--- src/hdl/vad_pkg.sv ---
// ----------------------------------------------------------------------------
// vad_pkg: shared types and constants for the vector angle unit
// Item format between the front end, the queue and the back end, the
// fixed-point constants and the arctangent table for the CORDIC steps.
// ----------------------------------------------------------------------------
`default_nettype none

package vad_pkg;

   localparam int CORDIC_STEPS = 60;
   localparam int SQRT_STEPS   = 32;

   localparam logic [63:0] PI_Q60         = 64'h3243F6A8885A308D;
   localparam logic [63:0] QUARTER_PI_Q60 = 64'h0C90FDAA22168C23;
   localparam logic [23:0] DEG_MAX        = 24'd11796480;
   localparam logic [33:0] P32            = 34'(PI_Q60 >> 28);
   localparam logic [33:0] P32_HALF       = P32 / 34'd2;
   // floor(DEG_MAX * 2^40 / P32): degrees per radian step, scaled by 2^40
   localparam logic [29:0] DEG_RECIP      = 30'((64'(DEG_MAX) << 40) / 64'(P32));
   localparam logic signed [31:0] LIM_POS = 32'sd1073741824;
   localparam logic signed [31:0] LIM_NEG = -32'sd1073741824;

   typedef struct packed {
      logic               degen;
      logic signed [31:0] ax;
      logic signed [31:0] ay;
      logic signed [31:0] az;
      logic signed [31:0] bx;
      logic signed [31:0] by;
      logic signed [31:0] bz;
   } item_type;

   // shift the magnitude right, truncating toward zero, keep the sign
   function automatic logic signed [63:0] tshr(input logic signed [63:0] v,
                                               input logic [5:0] s);
      logic [63:0] m;
      logic [63:0] r;
      m = v[63] ? 64'(-v) : 64'(v);
      r = m >> s;
      return v[63] ? -$signed(r) : $signed(r);
   endfunction

   function automatic logic [63:0] odd_div(input logic [63:0] p, input int k);
      logic [63:0] q;
      case (k)
         0:  q = p;
         1:  q = p / 64'd3;
         2:  q = p / 64'd5;
         3:  q = p / 64'd7;
         4:  q = p / 64'd9;
         5:  q = p / 64'd11;
         6:  q = p / 64'd13;
         7:  q = p / 64'd15;
         8:  q = p / 64'd17;
         9:  q = p / 64'd19;
         10: q = p / 64'd21;
         11: q = p / 64'd23;
         12: q = p / 64'd25;
         13: q = p / 64'd27;
         14: q = p / 64'd29;
         15: q = p / 64'd31;
         16: q = p / 64'd33;
         17: q = p / 64'd35;
         18: q = p / 64'd37;
         19: q = p / 64'd39;
         20: q = p / 64'd41;
         21: q = p / 64'd43;
         22: q = p / 64'd45;
         23: q = p / 64'd47;
         24: q = p / 64'd49;
         25: q = p / 64'd51;
         26: q = p / 64'd53;
         27: q = p / 64'd55;
         28: q = p / 64'd57;
         29: q = p / 64'd59;
         default: q = 64'd0;
      endcase
      return q;
   endfunction

   // arctangent of 2^-i in Q.60 radians, from the odd power series
   function automatic logic signed [63:0] atan_entry(input int i);
      logic signed [63:0] acc;
      logic [63:0]        t;
      int                 e;
      acc = 64'sd0;
      if (i == 0) begin
         acc = $signed(QUARTER_PI_Q60);
      end else begin
         for (int k = 0; k < 30; k++) begin
            e = i * (2 * k + 1);
            if (e <= 60) begin
               t = odd_div(64'd1 << (60 - e), k);
               if ((k & 1) != 0) acc = acc - $signed(t);
               else acc = acc + $signed(t);
            end
         end
      end
      return acc;
   endfunction

endpackage

`default_nettype wire

--- src/hdl/vad_queue.sv ---
// ----------------------------------------------------------------------------
// vad_queue: two-entry queue between front and back end
// Decouples intake from the arithmetic pipeline.
// ----------------------------------------------------------------------------
`default_nettype none

module vad_queue (
   input  wire logic              clock,
   input  wire logic              reset,
   input  wire logic              push,
   input  wire vad_pkg::item_type push_item,
   output logic                   full,
   output logic                   pop,
   output vad_pkg::item_type      pop_item
);

   vad_pkg::item_type mem_ff [2];
   logic              wr_ptr_ff, wr_ptr_in;
   logic              rd_ptr_ff, rd_ptr_in;
   logic [1:0]        cnt_ff, cnt_in;

   assign full     = (cnt_ff == 2'd2);
   assign pop      = (cnt_ff != 2'd0);
   assign pop_item = mem_ff[rd_ptr_ff];

   always_comb begin
      wr_ptr_in = wr_ptr_ff ^ push;
      rd_ptr_in = rd_ptr_ff ^ pop;
      cnt_in    = cnt_ff + 2'(push) - 2'(pop);
   end

   always_ff @(posedge clock) begin
      if (reset) begin
         wr_ptr_ff <= 1'b0;
         rd_ptr_ff <= 1'b0;
         cnt_ff    <= 2'd0;
      end else begin
         wr_ptr_ff <= wr_ptr_in;
         rd_ptr_ff <= rd_ptr_in;
         cnt_ff    <= cnt_in;
      end
   end

   always_ff @(posedge clock) begin
      if (push) begin
         mem_ff[wr_ptr_ff] <= push_item;
      end
   end

endmodule

`default_nettype wire

--- config.mk ---
export PLATFORM = sky130hd
export DESIGN_NAME = vad_queue
export DESIGN_NICKNAME = d
export VERILOG_FILES = /design/src/hdl/vad_pkg.sv /design/src/hdl/vad_queue.sv
export SDC_FILE = /design/constraint.sdc
export NUM_CORES = 1
export LEC_CHECK = 0
export ABC_AREA = 1
export BUFFER_PORTS_ARGS = -buffer_cell sky130_fd_sc_hd__buf_2
export CAP_MARGIN = 20
export CORE_UTILIZATION = 47
export CTS_CLUSTER_DIAMETER = 30
export DETAILED_ROUTE_END_ITERATION = 10
export PLACE_DENSITY = 0.72
export SETUP_SLACK_MARGIN = 0.1
export SYNTH_ARGS = -nofsm -noshare
export SYNTH_HDL_FRONTEND = slang
export SYNTH_SLANG_ARGS = --single-unit
--- constraint.sdc ---
create_clock -name clock -period 6.1 [get_ports clock]
set_input_delay 1.22 -clock clock [delete_from_list [all_inputs] [get_ports clock]]
set_output_delay 1.22 -clock clock [all_outputs]
set_load 0.05 [all_outputs]
==> flow_metrics.env <==
export IMPL_reg2reg_slack_ns=3.93
export IMPL_multi_input_area_sq_mm=0.00229
export IMPL_yosys_top_cells_count="582 x nand2_1, 386 x edfxtp_1, 21 x buf_4"
export IMPL_status="finished clean"
export IMPL_core_area_sq_mm=0.0297
export IMPL_dieHeight_microns=176
export IMPL_routed_wl_mm=31.4
export IMPL_fin_crit_sh=0.629
export IMPL_holdWs_ns=0.559
export IMPL_clk_latency_ns=0.54
export IMPL_hold_buffers=0
export IMPL_synthSimpleGateAreaFrac=0.156
export IMPL_cts_sink_count=390
export IMPL_hold_depth=2
export IMPL_top_layer="met5"
export IMPL_yosys_cell_count_top_type="nand2_1"
export IMPL_criticalPathCategory="reg2out"
export IMPL_netlist_area_leader_share=0.814
export IMPL_synth_compound_area_frac=0.000352
export IMPL_synth_fp_nets=1233
export IMPL_postCtsResizedCells=0
export IMPL_synth_distinct_cells=13
export IMPL_syn_area_sq_mm=0.0142
export IMPL_fillers=2210
export IMPL_postSynth_asyncResetShare=0
export IMPL_synth_edf_count=386
export IMPL_path_max_fanout=104
export IMPL_htree_levels=3
export IMPL_nets=1656
export IMPL_place_hpwl_mm=19.6
export IMPL_grt_start_max_net_pins=105
export IMPL_cts_tree="built"
export IMPL_rsz0062_at_grt="false"
export IMPL_synth_top_family_by_area="simple AND/OR/NAND/NOR gates"
export IMPL_worst_setup_path_end_kind="output port"
export IMPL_vias=9010
export IMPL_place_port_buffers=390
export IMPL_finalHoldViolations=0
export IMPL_final_util=0.629
export IMPL_drt_iter0_markers=602
export IMPL_rows=63
export IMPL_worstReg2RegEnd="mem_ff[0][9]"
export IMPL_gp_congestion=0.775
export IMPL_yosysSeqAreaShare=0.820
export IMPL_grt_pass1_vias=9208
export IMPL_synth_area_leaders="edfxtp_1 81%, nand2_1 15%, buf_4 1.1%"
export IMPL_die_w_microns=176
export IMPL_synth_top_area_cell="edfxtp_1"
export IMPL_wire_per_inst_microns=16.5
export IMPL_antenna_found_initial=8
export IMPL_grt_pass1_wl_mm=47.4
export IMPL_worstMarginPinSlew_ns=1.01
export IMPL_finalPower_uw=7640
export IMPL_arrival_ns=2.62
export IMPL_leakage_uw=0.00805
export IMPL_root_buffer="clkbuf_16"
export IMPL_areaGrowthSynthToFinish_pct=31.3
export IMPL_cp_start_kind="register"
export IMPL_synth_fa_ha_area_frac=0.00264
export IMPL_ff2ff_path_depth=3
export IMPL_wl_met2_mm=15.7
export IMPL_synth_flop_cell="edfxtp_1"
export IMPL_grt_usage=0.200
export IMPL_met3_length_mm=3.22
export IMPL_worstHoldStart="cnt_ff[0]"
export IMPL_wl_met1_mm=11.5
export IMPL_path_clk_slew_ns=0.05
export IMPL_avgSynthCellArea_sq_um=13.8
export IMPL_ys_seq_elements=390
export IMPL_vdd_drop_max_mv=0.317
export IMPL_power_density_mw_per_mm2=409
export IMPL_postCtsSetupBuffers=0
export IMPL_clock_path_buffers=3
export IMPL_fin_tns_setup_ns=0
export IMPL_synth_cells=1034
export IMPL_fmax_mhz=261
export IMPL_initial_core_util=0.479
export IMPL_rr_startpoint="wr_ptr_ff"
export IMPL_drtPass1Iterations=4
export IMPL_max_slew_margin=0.328
export IMPL_drive_gt1_frac=0.333
export IMPL_cts_inserted_buffers=67
export IMPL_grt_ovfl_total=0
export IMPL_fin_crit_ns=3.84
export IMPL_seqCellArea_sq_mm=0.0117
export IMPL_ios=391
export IMPL_postRouteAntennaNets=0
export IMPL_min_to="cnt_ff[1]"
export IMPL_drc=0
export IMPL_required_ns=4.88
export IMPL_drv_cap=0
export IMPL_vias_per_cell=4.73
export IMPL_synthXorXnorAreaFrac=0
export IMPL_die_area_sq_mm=0.0310
export IMPL_setup_viol=0
export IMPL_slew_viol_final=0
export IMPL_min_path_type="reg2reg"
export IMPL_synth_mux_area_frac=0
export IMPL_finClkSkew_ns=0.0198
export IMPL_yosysWarnings=0
## registers in the layout (all words and copies together) (netlist names)
name	flops
cnt_ff	2
mem_ff	386
wr_ptr_ff	1
rd_ptr_ff	1
## worst max-delay path, cell delays in order (launching register included)
cell and delay (ns):
dfxtp_4 0.45, inv_6 0.51, buf_12 0.44, nand2_1 0.14, nand2_1 0.10, buf_2 0.27
## worst max path at each step
stage / startpoint / to / slack [ns] / cells past startpoint
after floorplan: push / mem_ff[1][0] / 1.96 / 1
after global placement: rd_ptr_ff / pop_item[170] / 2.84 / 5
after detailed placement: rd_ptr_ff / pop_item[0] / 2.86 / 5
after CTS: rd_ptr_ff / pop_item[0] / 2.26 / 5
after global routing: rd_ptr_ff / pop_item[192] / 2.10 / 5
final: rd_ptr_ff / pop_item[192] / 2.26 / 5
## power by group
part,total [uW],internal [uW],switching (uW)
combinational,982,200,783
clock,3480,2200,1280
sequential,3180,3140,40.3
## cell families after synthesis
logic type,after synthesis
buffers and inverters,49
and+or+nand+nor,591
DFF,390
adders and majority gates,3
AOI/OAI and AO/OA,1
## layout make-up
class                   count  area share
flip-flops and latches    390       0.625
multi-input cells         595       0.122
repair buffers            397       0.109
clock buffers              81      0.0953
well taps                 390      0.0261
clock inverters            43      0.0206
inverters                   6     0.00147
diodes                      3    0.000402
## layout by cell type (no fill, tap or decap), drive strengths merged
cell type / instances
clkinv: 26
edfxtp: 386
dfxtp: 4
diode: 3
inv: 14
clkbuf: 81
nor2: 8
nand2: 582
clkinvlp: 7
buf: 397
bufinv: 2
a21oi: 1
ha: 3
nand3: 1
## per-layer routing
layer,GRT usage,vias to the layer above
met5,0,-
met3,0.0769,81
li1,-,4367
met4,0.0855,10
met2,0.341,371
met1,0.222,4181
## stage by stage
stage                     cell area, sq um  setup slack [ns]  instances
after floorplan                      14200              1.96       1034
after global placement               16500              2.84       1778
after detailed placement             16500              2.86       1778
after CTS                            18700              2.26       1902
after global routing                 18700              2.10       1904
final                                18700              2.26       1905
No activity file was read; power rests on OpenSTA's default activity.
