## src/hdl/vad_pkg.sv

```systemverilog
// ----------------------------------------------------------------------------
// vad_pkg: shared types and constants for the vector angle unit
// Item format between the front end, the queue and the back end, the
// fixed-point constants and the arctangent table for the CORDIC steps.
// ----------------------------------------------------------------------------
`default_nettype none

package vad_pkg;

   localparam int CORDIC_STEPS = 60;
   localparam int SQRT_STEPS   = 32;

   localparam logic [63:0] PI_Q60         = 64'h3243F6A8885A308D;
   localparam logic [63:0] QUARTER_PI_Q60 = 64'h0C90FDAA22168C23;
   localparam logic [23:0] DEG_MAX        = 24'd11796480;
   localparam logic [33:0] P32            = 34'(PI_Q60 >> 28);
   localparam logic [33:0] P32_HALF       = P32 / 34'd2;
   // floor(DEG_MAX * 2^40 / P32): degrees per radian step, scaled by 2^40
   localparam logic [29:0] DEG_RECIP      = 30'((64'(DEG_MAX) << 40) / 64'(P32));
   localparam logic signed [31:0] LIM_POS = 32'sd1073741824;
   localparam logic signed [31:0] LIM_NEG = -32'sd1073741824;

   typedef struct packed {
      logic               degen;
      logic signed [31:0] ax;
      logic signed [31:0] ay;
      logic signed [31:0] az;
      logic signed [31:0] bx;
      logic signed [31:0] by;
      logic signed [31:0] bz;
   } item_type;

   // shift the magnitude right, truncating toward zero, keep the sign
   function automatic logic signed [63:0] tshr(input logic signed [63:0] v,
                                               input logic [5:0] s);
      logic [63:0] m;
      logic [63:0] r;
      m = v[63] ? 64'(-v) : 64'(v);
      r = m >> s;
      return v[63] ? -$signed(r) : $signed(r);
   endfunction

   function automatic logic [63:0] odd_div(input logic [63:0] p, input int k);
      logic [63:0] q;
      case (k)
         0:  q = p;
         1:  q = p / 64'd3;
         2:  q = p / 64'd5;
         3:  q = p / 64'd7;
         4:  q = p / 64'd9;
         5:  q = p / 64'd11;
         6:  q = p / 64'd13;
         7:  q = p / 64'd15;
         8:  q = p / 64'd17;
         9:  q = p / 64'd19;
         10: q = p / 64'd21;
         11: q = p / 64'd23;
         12: q = p / 64'd25;
         13: q = p / 64'd27;
         14: q = p / 64'd29;
         15: q = p / 64'd31;
         16: q = p / 64'd33;
         17: q = p / 64'd35;
         18: q = p / 64'd37;
         19: q = p / 64'd39;
         20: q = p / 64'd41;
         21: q = p / 64'd43;
         22: q = p / 64'd45;
         23: q = p / 64'd47;
         24: q = p / 64'd49;
         25: q = p / 64'd51;
         26: q = p / 64'd53;
         27: q = p / 64'd55;
         28: q = p / 64'd57;
         29: q = p / 64'd59;
         default: q = 64'd0;
      endcase
      return q;
   endfunction

   // arctangent of 2^-i in Q.60 radians, from the odd power series
   function automatic logic signed [63:0] atan_entry(input int i);
      logic signed [63:0] acc;
      logic [63:0]        t;
      int                 e;
      acc = 64'sd0;
      if (i == 0) begin
         acc = $signed(QUARTER_PI_Q60);
      end else begin
         for (int k = 0; k < 30; k++) begin
            e = i * (2 * k + 1);
            if (e <= 60) begin
               t = odd_div(64'd1 << (60 - e), k);
               if ((k & 1) != 0) acc = acc - $signed(t);
               else acc = acc + $signed(t);
            end
         end
      end
      return acc;
   endfunction

endpackage

`default_nettype wire

```

## src/hdl/vad_front.sv

```systemverilog
// ----------------------------------------------------------------------------
// vad_front: command intake and classification
// Takes a vector pair, flags a zero vector and scales oversized vectors
// down by one bit, then hands the item to the queue.
// ----------------------------------------------------------------------------
`default_nettype none

module vad_front (
   input  wire logic               clock,
   input  wire logic               reset,
   input  wire logic               start,
   output logic                    busy,
   input  wire logic signed [31:0] req_ax,
   input  wire logic signed [31:0] req_ay,
   input  wire logic signed [31:0] req_az,
   input  wire logic signed [31:0] req_bx,
   input  wire logic signed [31:0] req_by,
   input  wire logic signed [31:0] req_bz,
   input  wire logic               q_full,
   output logic                    push,
   output vad_pkg::item_type       push_item
);

   logic              fr_valid_ff, fr_valid_in;
   vad_pkg::item_type fr_item_ff, fr_item_in;
   logic              accept;
   logic              a_big, b_big;

   function automatic logic is_big(input logic signed [31:0] v);
      return (v > vad_pkg::LIM_POS) || (v < vad_pkg::LIM_NEG);
   endfunction

   function automatic logic signed [31:0] half(input logic signed [31:0] v,
                                               input logic en);
      logic [32:0] m;
      logic [32:0] r;
      m = v[31] ? -{1'b1, v} : {1'b0, v};
      r = en ? (m >> 1) : m;
      return v[31] ? 32'(-$signed(r)) : 32'(r);
   endfunction

   assign busy   = fr_valid_ff & q_full;
   assign accept = start & ~busy;
   assign push   = fr_valid_ff & ~q_full;
   assign push_item = fr_item_ff;

   always_comb begin
      a_big = is_big(req_ax) | is_big(req_ay) | is_big(req_az);
      b_big = is_big(req_bx) | is_big(req_by) | is_big(req_bz);
      fr_item_in.degen = ((req_ax == 0) && (req_ay == 0) && (req_az == 0)) ||
                         ((req_bx == 0) && (req_by == 0) && (req_bz == 0));
      fr_item_in.ax = half(req_ax, a_big);
      fr_item_in.ay = half(req_ay, a_big);
      fr_item_in.az = half(req_az, a_big);
      fr_item_in.bx = half(req_bx, b_big);
      fr_item_in.by = half(req_by, b_big);
      fr_item_in.bz = half(req_bz, b_big);
      fr_valid_in   = accept | (fr_valid_ff & q_full);
   end

   always_ff @(posedge clock) begin
      if (reset) begin
         fr_valid_ff <= 1'b0;
      end else begin
         fr_valid_ff <= fr_valid_in;
      end
   end

   always_ff @(posedge clock) begin
      if (accept) begin
         fr_item_ff <= fr_item_in;
      end
   end

endmodule

`default_nettype wire

```

## config.mk

```make
export PLATFORM = sky130hd
export DESIGN_NAME = vad_front
export DESIGN_NICKNAME = d
export VERILOG_FILES = /design/src/hdl/vad_pkg.sv /design/src/hdl/vad_front.sv
export SDC_FILE = /design/constraint.sdc
export NUM_CORES = 1
export LEC_CHECK = 0
export ABC_AREA = 1
export BUFFER_PORTS_ARGS = -buffer_cell sky130_fd_sc_hd__buf_2
export CAP_MARGIN = 20
export CORE_MARGIN = 4
export CORE_UTILIZATION = 55
export DETAILED_ROUTE_END_ITERATION = 10
export PLACE_DENSITY_LB_ADDON = 0.12
export REMOVE_ABC_BUFFERS = 1
export SKIP_LAST_GASP = 1
export SLEW_MARGIN = 10
export SYNTH_ARGS = -nofsm -noshare
export SYNTH_HDL_FRONTEND = slang
export SYNTH_SLANG_ARGS = --single-unit
```

## constraint.sdc

```tcl
create_clock -name clock -period 17.35 [get_ports clock]
set_input_delay 4.3375 -clock clock [delete_from_list [all_inputs] [get_ports clock]]
set_output_delay 4.3375 -clock clock [all_outputs]
set_load 0.02 [all_outputs]
```

==> impl_metrics.env, run 1 <==
export IMPL_synth_cells_most_frequent="nand2_1, inv_1, nor2_1"
export IMPL_hold_viol=0
export IMPL_h_tree_lvl_count=4
export IMPL_floorplan_core_area_um2=40100
export IMPL_synthArstFlopShare=0
export IMPL_worst_r2r_cell_count=6
export IMPL_rrSetupSlack_ns=14.13
export IMPL_clkSinkCount=194
export IMPL_power_ir_vdd_worst_mv=0.08675
export IMPL_dieHeight_um=210.2
export IMPL_synth_lib_cells_used_distinct=42
export IMPL_outcome="completed"
export IMPL_timing_worst_setup_path_type="in -> out"
export IMPL_p_per_area_nw_per_um2=66.76
export IMPL_grt_first_pass_wirelength_um=112700
export IMPL_ys_seq_elements=194
export IMPL_finish_utilization=0.6291
export IMPL_ios=391
export IMPL_ctsLongestPathBuffers=2
export IMPL_cp_end_kind="output port"
export IMPL_grt_antenna_before_repair=12
export IMPL_cts_setup_buffers=0
export IMPL_most_common_cell_in_the_synthesized_netlist="nand2_1"
export IMPL_wire_per_inst_um=14.96
export IMPL_setup_tns_ns=0
export IMPL_ctsResizeCount=0
export IMPL_worst_path_required_ns=13.01
export IMPL_final_net_count=4492
export IMPL_syn_area_um2=22480
export IMPL_clock_skew_ns=0.009077
export IMPL_synth_edff_count=193
export IMPL_cellLeakagePower_nw=13.65
export IMPL_grtUsageTotal=0.3145
export IMPL_viasPerCell=5.224
export IMPL_hpwl_um=57290
export IMPL_first_global_vias=21947
export IMPL_worstHoldEndpoint="fr_valid_ff"
export IMPL_area_growth_synth_to_final_pct=12.21
export IMPL_die_x_um=210.2
export IMPL_cap_violations=0
export IMPL_cts_inserted_buffers=17
export IMPL_critical_path_arrival_ns=4.77
export IMPL_critical_path_reg2reg_startpoint="fr_valid_ff"
export IMPL_drt_drc_violations_left=0
export IMPL_crit_path_max_fanout=2
export IMPL_gp_routability_congestion=0.9708
export IMPL_detailedRoute_firstPassIterationCount=6
export IMPL_clock_latency_ns=0.49
export IMPL_synth_largest_type_area_fraction=0.2897
export IMPL_start_kind="input port"
export IMPL_grt_start_max_net_pins=82
export IMPL_min_delay_worst_type="reg -> reg"
export IMPL_ctsRootBufferMaster="clkbuf_16"
export IMPL_clkTransAtPathRegs_ns=0.07
export IMPL_tritoncts="built"
export IMPL_synth_top_flop_cell="edfxtp_1"
export IMPL_layout_worst_path_cycle_share=0.5247
export IMPL_synth_area_per_cell_um2=5.660
export IMPL_synth_seq_area_share=0.2587
export IMPL_setup_viol=0
export IMPL_std_cell_rows=73
export IMPL_slew_at_the_pin_closest_to_its_max_slew_limit_ns=0.9703
export IMPL_globalRoute_totalOverflow=0
export IMPL_min_delay_path_depth=2
export IMPL_dr_total_vias=25241
export IMPL_antenna_left=0
export IMPL_min_from="fr_valid_ff"
export IMPL_initial_detailed_routing_violation_count=2392
export IMPL_finalMaxSlewViolations=0
export IMPL_rsz_0062_raised_after_global_routing="false"
export IMPL_synth_top_cells_by_area="nand2_1, edfxtp_1, inv_1"
export IMPL_achievable_frequency_ghz=0.1098
export IMPL_syn_instance_count=3972
export IMPL_start_util=0.5607
export IMPL_holdBufCountCts=0
export IMPL_share_of_cells_above_drive_strength_1=0.1313
export IMPL_max_slew_margin=0.3531
export IMPL_wire_length_reported_by_the_detailed_router_um=72270
export IMPL_floorplan_die_area_um2=44170
export IMPL_finalWorstPathRequiredPeriod_ns=9.104
export IMPL_io_buffer_count=390
export IMPL_synth_largest_area_cell="nand2_1"
export IMPL_ys_warn_count=0
export IMPL_crit_reg2reg_capture="push_item[168]"
## critical path, cell delays in order
cell and delay, ns:
buf_2 0.09, nand2_1 0.06, inv_1 0.10, buf_2 0.18
## per-stage QoR
stage	setup WS [ns]	power [mW]	instance area, um^2	hold WS, ns	instances
final	8.246	1.684	25230	0.4748	4832
after global routing	8.197	1.792	25230	0.4983	4832
after CTS	8.246	1.687	25200	0.4747	4822
after detailed placement	8.249	1.281	24620	0.4637	4790
after global placement	8.239	1.278	24620	0.4734	4790
after floorplan	4.060	1.070	21880	0.4478	3860
## cell usage in the layout (no fill, tap or decap), drive strengths merged
| cell | Yosys | layout |
|---|---|---|
| bufinv | 0 | 1 |
| a21boi | 1 | 1 |
| or3 | 1 | 1 |
| xnor2 | 44 | 44 |
| clkinv | 0 | 7 |
| dfxtp | 1 | 1 |
| o21a | 1 | 1 |
| o21ai | 99 | 99 |
| or4 | 1 | 1 |
| nand4 | 70 | 70 |
| nor2 | 532 | 532 |
| nand3 | 390 | 390 |
| o211ai | 4 | 4 |
| xor2 | 103 | 103 |
| nor4 | 2 | 2 |
| or2 | 19 | 19 |
| nor3 | 16 | 16 |
| edfxtp | 193 | 193 |
| diode | 0 | 10 |
| a21oi | 13 | 13 |
| inv | 553 | 557 |
| o41ai | 1 | 1 |
| ha | 12 | 12 |
| nand3b | 36 | 36 |
| clkbuf | 28 | 18 |
| buf | 84 | 405 |
| nand2 | 1757 | 1757 |
| o21bai | 1 | 1 |
| nor3b | 1 | 1 |
| clkinvlp | 0 | 2 |
| and2 | 7 | 7 |
| o31ai | 2 | 2 |
## area by class of cell
class | instances | area [um^2]
Fill cell | 4105 | 14870
Multi-Input combinational cell | 3113 | 14010
Sequential cell | 194 | 5816
Inverter | 553 | 2076
Timing Repair Buffer | 405 | 2064
Tap cell | 525 | 656.9
Clock buffer | 18 | 429.2
Clock inverter | 14 | 148.9
Antenna cell | 10 | 25.02
## layer usage
metal	vias to the layer above	global-route usage	share of wire
li1	12936	-	-
met1	11068	0.4594	0.45
met2	1133	0.4730	0.43
met3	100	0.06147	0.096
met4	4	0.09518	0.025
met5	-	0	0.00047
## power breakdown
| group | switching, mW | leakage [nW] | total [mW] | internal, mW |
|---|---|---|---|---|
| sequential | 0.0155 | 1.88 | 0.604 | 0.589 |
| clock | 0.200 | 0.275 | 0.402 | 0.202 |
| combinational | 0.479 | 11.5 | 0.678 | 0.199 |
| total | 0.694 | 13.7 | 1.68 | 0.990 |
## sequential cells by signal, summed over array words and instances, names as in the netlist
signal       flops
push_item      193
fr_valid_ff      1
## worst max path at each step
stage	startpoint	end	slack (ns)	depth (start not counted)
3_5_place_dp	q_full	busy	8.25	4
6_report	q_full	busy	8.25	4
3_3_place_gp	q_full	busy	8.24	4
4_1_cts	q_full	busy	8.25	4
5_1_grt	q_full	busy	8.20	4
2_1_floorplan	q_full	push_item[0]	4.06	3
## kinds of logic after synthesis
logic type                 share of synthesized area
AOI/OAI and AO/OA                            0.03300
xor gates and xnor gates                     0.05727
adders and majority gates                   0.006678
buffers and inverters                         0.1189
DFF                                           0.2587
and+or+nand+nor                               0.5255
No activity file was read; power rests on OpenSTA's default activity.
==> run 2, diff against run 1 <==
--- a/config.mk
+++ b/config.mk
@@ -5,7 +5,7 @@
 export SDC_FILE = /design/constraint.sdc
 export NUM_CORES = 1
 export LEC_CHECK = 0
-export ABC_AREA = 1
+export ABC_AREA = 0
 export BUFFER_PORTS_ARGS = -buffer_cell sky130_fd_sc_hd__buf_2
 export CAP_MARGIN = 20
 export CORE_MARGIN = 4
==> constraint.sdc (replaced) <==
create_clock -name clock -period 9.5 [get_ports clock]
set_input_delay 2.375 -clock clock [delete_from_list [all_inputs] [get_ports clock]]
set_output_delay 2.375 -clock clock [all_outputs]
set_load 0.02 [all_outputs]
==> run 2 against run 1 <==
Net effect: critical path depth is 14 higher; hold slack improved by 0.19 ns; count of clock-buffer cells in the layout did not move.
==> impl_metrics.env, run 2 <==
export IMPL_hold_viol=0
export IMPL_wire_per_inst_um=21.30
export IMPL_layout_cells_non_filler=3314
export IMPL_ys_seq_elements=194
export IMPL_mostFrequentLayoutCell="buf_2"
export IMPL_ctsLongestPathBuffers=2
export IMPL_share_of_cells_above_drive_strength_1=0.1931
export IMPL_clock_skew_ns=0.009804
export IMPL_setup_slack_ns=1.625
export IMPL_ctsRootBufferMaster="clkbuf_16"
export IMPL_p_per_area_nw_per_um2=131.2
export IMPL_antenna_left=0
export IMPL_first_global_vias=20089
export IMPL_synth_top_flop_cell="edfxtp_1"
export IMPL_holdBufCountCts=0
export IMPL_worst_r2r_cell_count=4
export IMPL_clkSinkCount=194
export IMPL_final_net_count=3017
export IMPL_cellLeakagePower_nw=8.396
export IMPL_detailedRoute_firstPassIterationCount=6
export IMPL_ff_latch_area_um2=5816
export IMPL_crit_cells=18
export IMPL_critPathMostFrequentCell="or4_1"
export IMPL_worst_path_largest_cell_delay_ns=0.79
export IMPL_place_ws_ns=1.219
export IMPL_syn_instance_count=2547
export IMPL_worst_path_required_ns=9.71
export IMPL_grt_start_max_net_pins=127
export IMPL_tritoncts="built"
export IMPL_min_delay_worst_type="reg -> reg"
export IMPL_grtUsageTotal=0.3296
export IMPL_outcome="completed"
export IMPL_dr_total_vias=21896
export IMPL_numPlacedInstances=3258
export IMPL_finish_utilization=0.6334
export IMPL_cp_end_kind="flip-flop"
export IMPL_synth_area_per_cell_um2=8.047
export IMPL_synth_top_cells_by_area="edfxtp_1, xor2_1, xnor2_1"
export IMPL_fillers=3306
export IMPL_hpwl_um=52900
export IMPL_critical_path_arrival_ns=8.08
export IMPL_slew_at_the_pin_closest_to_its_max_slew_limit_ns=1.016
export IMPL_synth_cells_most_frequent="nand2_1, o21ai_0, edfxtp_1"
export IMPL_viasPerCell=6.607
export IMPL_floorplan_core_area_um2=36700
export IMPL_number_of_flip_flops_in_the_largest_register=193
export IMPL_start_kind="input port"
export IMPL_synth_lib_cells_used_distinct=103
export IMPL_layout_worst_path_cycle_share=0.8289
export IMPL_syn_area_um2=20490
export IMPL_area_growth_synth_to_final_pct=13.42
export IMPL_critical_path_reg2reg_startpoint="fr_valid_ff"
export IMPL_post_placement_cell_area_um2=22580
export IMPL_cts_setup_buffers=0
export IMPL_max_slew_margin=0.3229
export IMPL_multi_input_comb_area_um2=13820
export IMPL_ys_warn_count=0
export IMPL_synth_largest_area_cell="edfxtp_1"
export IMPL_crit_reg2reg_capture="push_item[176]"
export IMPL_io_buffer_count=390
export IMPL_drt_drc_violations_left=0
export IMPL_most_common_cell_in_the_synthesized_netlist="nand2_1"
export IMPL_cp_startpoint="req_by[6]"
export IMPL_crit_path_max_fanout=15
export IMPL_commonest_cells_after_routing_fill_and_taps_aside="buf_2, nand2_1, o21ai_0"
export IMPL_floorplan_die_area_um2=40420
export IMPL_synth_largest_type_area_fraction=0.2828
export IMPL_wire_length_reported_by_the_detailed_router_um=70570
export IMPL_die_x_um=201.0
export IMPL_synth_seq_area_share=0.2838
export IMPL_dieHeight_um=201.0
export IMPL_crit_path_end="push_item[84]"
export IMPL_setup_tns_ns=0
export IMPL_cts_inserted_buffers=17
export IMPL_cap_violations=0
export IMPL_power_ir_vdd_worst_mv=0.1320
export IMPL_clkTransAtPathRegs_ns=0.07
export IMPL_timing_worst_setup_path_type="in -> reg"
export IMPL_std_cell_rows=70
export IMPL_globalRoute_totalOverflow=0
export IMPL_rsz_0062_raised_after_global_routing="false"
export IMPL_ctsResizeCount=0
export IMPL_cp_slowest_cell="or4_1"
export IMPL_rrSetupSlack_ns=7.08
export IMPL_path_delay_family="simple AND/OR/NAND/NOR gates"
export IMPL_synthArstFlopShare=0
export IMPL_ios=391
export IMPL_start_util=0.5585
export IMPL_crit_path_cell_trace="buf_2 -> or4_1 -> or4_1 -> nor3_1 -> o211ai_4 -> nor2_8 -> nand2_1 -> nand2_1 -> ha_1 -> inv_1 -> a2111oi_2 -> and4_1 -> nand3_1 -> a211oi_1 -> o221ai_2 -> or2_1 -> o311a_1 -> or4_1"
export IMPL_setup_viol=0
export IMPL_finalWorstPathRequiredPeriod_ns=7.875
export IMPL_grt_first_pass_wirelength_um=109700
export IMPL_h_tree_lvl_count=4
export IMPL_critical_path_buf_inv_count=2
export IMPL_synth_edff_count=193
export IMPL_clock_latency_ns=0.47
export IMPL_post_route_cell_area_um2=23250
export IMPL_achievable_frequency_ghz=0.1270
export IMPL_grt_antenna_before_repair=33
export IMPL_gp_routability_congestion=0.9773
export IMPL_initial_detailed_routing_violation_count=1863
export IMPL_finalMaxSlewViolations=0
==> run 2: cell types whose count changed after synthesis, moves of 117 or more <==
| cell | previous run | this run |
|---|---|---|
| nand3_1 | 381 | 101 |
| inv_1 | 540 | 39 |
| o21ai_0 | 54 | 235 |
| a21oi_1 | 13 | 130 |
| nand2_1 | 1735 | 267 |
| nor2_1 | 492 | 181 |
==> run 2: area by class of cell <==
class,instances,area share
multi-input combinational,2134,0.5945
tap,468,0.02519
clock inverter,14,0.007805
antenna,24,0.002584
timing repair buffer,421,0.09462
inverter,41,0.006620
sequential,194,0.2502
clock buffer,18,0.01846
==> run 2: tightest hold or removal path: stages, from the launching register on <==
cell and delay (ns):
dfxtp_1 0.30, and2_1 0.17, nor2_1 0.10, nor2_1 0.05
==> run 2: how the worst min path moves through the flow <==
stage / endpoint / slack [ns] / depth (start not counted) / start
after floorplan: fr_valid_ff / 0.68 / 3 / fr_valid_ff
after global placement: fr_valid_ff / 0.64 / 3 / fr_valid_ff
after detailed placement: fr_valid_ff / 0.65 / 3 / fr_valid_ff
after CTS: fr_valid_ff / 0.67 / 3 / fr_valid_ff
after global routing: fr_valid_ff / 0.73 / 3 / fr_valid_ff
final: fr_valid_ff / 0.66 / 3 / fr_valid_ff
==> run 2: logic make-up after synthesis <==
kind of cell	after synthesis	share of synthesized area
adder cells (fa/ha/maj)	12	0.007326
AND/OR/NAND/NOR	949	0.2377
buffers and inverters	219	0.04493
flip-flops	194	0.2838
XOR/XNOR	340	0.1457
multiplexers	24	0.01245
AO/OA/AOI/OAI	809	0.2681
==> run 2: power breakdown <==
part / internal, mW / switching (mW)
registers: 1.08 / 0.0362
logic: 0.382 / 0.775
clock network: 0.419 / 0.355
==> run 2: per-layer routing <==
metal,up-vias,part of all wire,GRT usage
li1,10235,-,-
met1,10230,0.40,0.4325
met2,1234,0.45,0.5216
met3,177,0.10,0.08320
met4,20,0.038,0.1357
met5,-,0.0016,0
==> run 2: per-stage QoR <==
stage	power, mW	hold slack, ns
CTS	3.039	0.6651
finish	3.050	0.6602
global route	3.201	0.7328
global placement	2.258	0.6397
floorplan	1.880	0.6831
detailed placement	2.270	0.6548
